==> config.mk <==
export PLATFORM = sky130hd
export DESIGN_NAME = aae_ctrl
export DESIGN_NICKNAME = d
export VERILOG_FILES = /design/src/rtl/aae_pkg.sv /design/src/rtl/aae_ctrl.sv
export SDC_FILE = /design/constraint.sdc
export NUM_CORES = 1
export LEC_CHECK = 0
export BUFFER_PORTS_ARGS = -buffer_cell sky130_fd_sc_hd__buf_2
export CAP_MARGIN = 20
export CORE_AREA = 2 2 39 41
export CTS_CLUSTER_DIAMETER = 120
export DETAILED_ROUTE_END_ITERATION = 10
export DIE_AREA = 0 0 41 43
export PLACE_DENSITY_LB_ADDON = 0.15
export SLEW_MARGIN = 10
export SYNTH_ARGS = -nofsm -noshare
export SYNTH_HDL_FRONTEND = slang
export SYNTH_SLANG_ARGS = --single-unit
==> constraint.sdc <==
create_clock -name clk -period 1.34 [get_ports clk]
set_input_delay 0.201 -clock clk [delete_from_list [all_inputs] [get_ports clk]]
set_output_delay 0.201 -clock clk [all_outputs]
set_load 0.01 [all_outputs]
==> src/rtl/aae_pkg.sv <==
// Shared types and constants for the adaptive arithmetic encoder.
// No dependencies; the other files that use it refer to it by scoped names.
package aae_pkg;

	localparam int ALPHABET    = 256;
	localparam int COUNT_WIDTH = 24;
	localparam int RANGE_BITS  = 32;

	localparam int IDXW  = $clog2(ALPHABET);
	localparam int LW    = RANGE_BITS + 1;
	localparam int PW    = LW + COUNT_WIDTH;
	localparam int CNTW  = $clog2(PW + 1);
	localparam int FOLW  = 32;

	localparam logic [LW-1:0] Q_FULL  = LW'(1) << RANGE_BITS;
	localparam logic [LW-1:0] Q_ONE   = Q_FULL >> 2;
	localparam logic [LW-1:0] Q_TWO   = Q_FULL >> 1;
	localparam logic [LW-1:0] Q_THREE = Q_ONE + Q_TWO;

	localparam logic [COUNT_WIDTH-1:0] TOTAL_MAX  = {COUNT_WIDTH{1'b1}};
	localparam logic [COUNT_WIDTH-1:0] TOTAL_INIT = COUNT_WIDTH'(ALPHABET);
	localparam logic [FOLW-1:0]        SAT        = {FOLW{1'b1}};

	typedef enum logic [3:0] {
		ST_IDLE,
		ST_RD,
		ST_ACC,
		ST_MINIT,
		ST_MUL,
		ST_DINIT,
		ST_DIV,
		ST_UPD,
		ST_REN,
		ST_FLUSH,
		ST_OVF,
		ST_FIN
	} state_t;

	typedef struct packed {
		logic load;
		logic rd;
		logic acc;
		logic minit;
		logic mstep;
		logic dinit;
		logic dstep;
		logic upd;
		logic ren;
		logic push_fin;
		logic push_ovf;
		logic push_last;
	} cmd_t;

	typedef struct packed {
		logic sym_oor;
		logic full;
		logic at_sym;
		logic mul_last;
		logic div_last;
		logic empty;
		logic dec;
		logic mid;
		logic iter_done;
		logic stg_valid;
		logic can_push;
	} status_t;

endpackage

==> src/rtl/aae_ctrl.sv <==
// Sequencer of the encoder: walks one item through sum, multiply, divide,
// update and renormalization. Depends on aae_pkg.
module aae_ctrl (
	input  logic              clk,
	input  logic              arst_n,
	input  logic              in_valid,
	input  logic              in_kind,
	output logic              in_ready,
	input  aae_pkg::status_t  st,
	output aae_pkg::cmd_t     cmd
);

	aae_pkg::state_t state_q, state_d;

	// state register
	always_ff @(posedge clk or negedge arst_n) begin
		if (!arst_n) begin
			state_q <= aae_pkg::ST_IDLE;
		end else begin
			state_q <= state_d;
		end
	end

	// next state and commands
	always_comb begin
		state_d  = state_q;
		cmd      = '0;
		in_ready = 1'b0;
		case (state_q)
			aae_pkg::ST_IDLE: begin
				in_ready = 1'b1;
				if (in_valid) begin
					cmd.load = 1'b1;
					if (in_kind) state_d = aae_pkg::ST_FIN;
					else if (st.sym_oor) state_d = aae_pkg::ST_IDLE;
					else if (st.full) state_d = aae_pkg::ST_OVF;
					else state_d = aae_pkg::ST_RD;
				end
			end
			aae_pkg::ST_RD: begin
				cmd.rd  = 1'b1;
				state_d = aae_pkg::ST_ACC;
			end
			aae_pkg::ST_ACC: begin
				cmd.acc = 1'b1;
				state_d = st.at_sym ? aae_pkg::ST_MINIT : aae_pkg::ST_RD;
			end
			aae_pkg::ST_MINIT: begin
				cmd.minit = 1'b1;
				state_d   = aae_pkg::ST_MUL;
			end
			aae_pkg::ST_MUL: begin
				cmd.mstep = 1'b1;
				if (st.mul_last) state_d = aae_pkg::ST_DINIT;
			end
			aae_pkg::ST_DINIT: begin
				cmd.dinit = 1'b1;
				state_d   = aae_pkg::ST_DIV;
			end
			aae_pkg::ST_DIV: begin
				cmd.dstep = 1'b1;
				if (st.div_last) state_d = aae_pkg::ST_UPD;
			end
			aae_pkg::ST_UPD: begin
				if (st.empty) begin
					state_d = aae_pkg::ST_OVF;
				end else begin
					cmd.upd = 1'b1;
					state_d = aae_pkg::ST_REN;
				end
			end
			aae_pkg::ST_REN: begin
				if (st.iter_done || !(st.dec || st.mid)) begin
					state_d = aae_pkg::ST_FLUSH;
				end else if (!(st.dec && st.stg_valid && !st.can_push)) begin
					cmd.ren = 1'b1;
				end
			end
			aae_pkg::ST_FLUSH: begin
				if (!st.stg_valid) begin
					state_d = aae_pkg::ST_IDLE;
				end else if (st.can_push) begin
					cmd.push_last = 1'b1;
					state_d       = aae_pkg::ST_IDLE;
				end
			end
			aae_pkg::ST_OVF: begin
				if (st.can_push) begin
					cmd.push_ovf = 1'b1;
					state_d      = aae_pkg::ST_IDLE;
				end
			end
			aae_pkg::ST_FIN: begin
				if (st.can_push) begin
					cmd.push_fin = 1'b1;
					state_d      = aae_pkg::ST_IDLE;
				end
			end
			default: begin
				state_d = aae_pkg::ST_IDLE;
			end
		endcase
	end

endmodule

==> out/qor.csv <==
stage,metric,value,unit
setup_path,path_max_fanout,6,
place,port_buffers,27,
floorplanning,start_util,0.358,
place,placed_cells,118,
finish,largest_register_ffs,4,
run_status,run_status,finished with violations,
cts,insertion_delay,0.24,ns
sta,post-route-period-util,1.12,
power,finalPower,1.89,mW
finish,largest-register,state_q,
drt,routed_via_density,5.33,
sta,maxSlewHeadroom,0.832,
setup_path,required,1.14,ns
setup_path,critPathLaunchType,flop,
drt,drt_pass1_iterations,4,
run_status,violations,negative setup slack,
drt,wl_per_cell,13.1,microns
sta,fin_tns_setup,-1.39,ns
floorplanning,die_area,1760,sq um
synth,synth_ff_type,dfrtp_1,
finish,design_area,910,sq um
cts,path_clk_slew,0.03,ns
job,cap_violations,0,
cts,cts_buffers,3,
floorplanning,io_pins,28,
synth,synth_top_area_share,0.202,
sta,setup_viol,16,
cts,htreeDepth,1,
drt,num_vias,704,
synth,synth_top_cell_by_area,dfrtp_1,
cts,cts_sinks,4,
hold_path,hold_class,in2reg,
cts,root_buffer,clkbuf_4,
synth,synth-edff-count,0,
grt,grt_max_degree,9,
synth,ys_warn_count,0,
place,placed_cell_area,698,sq um
place,dpl.hpwl,1.15,mm
synth,ys_types,34,
sta,skew,0.000488,ns
drt,wl,1.73,mm
finish,area_delta_synth_final,83.6,%
setup_path,path_cells,"buf_6, nor4_4, and2_1, buf_2",
place,finalWeightedCongestion,0.826,
synth,synthArstFlopShare,1.00,
synth,synth_most_common_cell,nor2_1,
synth,synth_nets,85,
grt,grt_pass1_wl,2.63,mm
synth,synthTopCellsByCount,"nor2_1, nor3_1, nand2_1",
floorplanning,die_x,41,microns
sta,fmax,668,MHz
drt,postRouteAntennaNets,0,
power,power.leakage,0.454,nW
synth,syn_inst,70,
finish,antenna_cells,0,
sta,final-hold-violation-count,0,
finish,drive_gt1_frac,0.629,
power,peakVddDrop,1.07,mV
grt,track_usage,0.219,
cts,cts_tree,built,
setup_path,cpPeakStageDelay,0.45,ns
sta,hold_ws,0.174,ns
cts,cts_buffer_depth,2,
drt,drc_errors,0,
finish,nets,133,
sta,worstMarginPinSlew,0.252,ns
setup_path,endpoint_kind,primary output,
sta,slew_violations,0,
finish,top_regs,state_q: 4 flops,
finish,n_fill_cell,133,
synth,yosysSeqAreaShare,0.202,
floorplanning,core,1380,sq um
grt,grt_pass1_vias,624,
setup_path,crit_arrival,1.30,ns
floorplanning,die_y,43,microns
finish,finish.utilization,0.657,
drt,drtIter0Drc,7,
power,power.density,2070,nW/um^2
synth,synth_seq_cells,4,
setup_path,path_class,reg2out,
synth,synth.avg_cell_area,7.08,sq um
setup_path,path_buf_inv,2,
grt,antenna_found_initial,0,
sta,finalCriticalPeriod,1.50,ns
finish,instances_no_fill,132,
sta,rsz0062_at_grt,yes,
setup_path,slowest_stage,dfrtp_2,
grt,grt-ovfl-total,0,
floorplanning,rows,14,
setup_path,crit_family,flip-flops,
synth,syn_area,495,sq um
sta,setup_ws,-0.157,ns
synth,synthTopCellsByArea,"dfrtp_1, nor3_1, nor2_1, nand2_1, buf_6",
place,dp_slack,-0.0182,ns
==> worst reg2reg max path: stages (launching register included) <==
cell and delay, ns:
dfrtp_2 0.48, buf_6 0.15, and3b_1 0.18, o21ai_1 0.15, nand4_1 0.21, o32ai_1 0.16
==> layer usage <==
metal | vias to the layer above | global-route usage | wire length (microns) | part of all wire
li1 | 343 | - | - | -
met1 | 326 | 0.276 | 706 | 0.41
met2 | 30 | 0.356 | 880 | 0.51
met3 | 5 | 0.0314 | 115 | 0.066
met4 | 0 | 0.0800 | 31 | 0.018
met5 | - | 0 | 0 | 0
==> power by group <==
part | leakage, nW | total (mW) | switching (mW) | internal [mW]
clock | 0.0138 | 0.149 | 0.0489 | 0.100
combinational | 0.395 | 1.39 | 0.655 | 0.738
sequential | 0.0456 | 0.344 | 0.157 | 0.188
==> repair_timing <==
action / CTS / global route
hold buffers: 1 / 0
setup endpoints to repair: 15 / 16
pin swaps: 7 / 5
setup buffers: 10 / 0
hold endpoints to repair: 4 / 0
gates resized for setup: 16 / 14
==> worst paths after layout <==
path / slack [ns] / end / from / depth (start not counted)
max in group asynchronous: 0.90 / state_q[2] / arst_n / 2
min in group asynchronous: 0.31 / state_q[0] / arst_n / 2
setup reg to reg: -0.09 / state_q[1] / state_q[1] / 5
hold / removal: 0.17 / state_q[1] / st[6] / 2
setup / recovery: -0.16 / cmd[11] / state_q[2] / 4
hold reg to reg: 0.74 / state_q[3] / state_q[2] / 4
==> layout by cell type, fill, tap and decap left out, types with 2 or more instances in the layout <==
master	synthesis	routed
a21oi_2	1	2
inv_1	4	2
buf_2	1	27
buf_4	2	14
nand2_2	0	2
dfrtp_2	0	4
buf_6	2	6
nor2_1	10	9
o21ai_1	1	2
nor4_4	0	2
clkbuf_4	0	3
nor3_2	0	4
nand2_1	8	6
nor3_1	9	5
inv_2	0	2
==> cells by family (layout without fill, tap and decap cells) <==
kind of cell    after synthesis  after routing  synth area share
xor+xnor                      1              1            0.0177
buf+inv                       9             55             0.116
flops                         4              4             0.202
simple gates                 41             41             0.444
compound gates               15             15             0.220
==> final cells by class <==
type	count	area, sq um	area share
Sequential cell	4	105	0.116
Inverter	4	15.0	0.0165
Multi-Input combinational cell	57	429	0.472
Clock buffer	3	22.5	0.0248
Timing Repair Buffer	48	318	0.349
Tap cell	16	20.0	0.0220
Note: power is estimated with default switching activity, not from simulation.
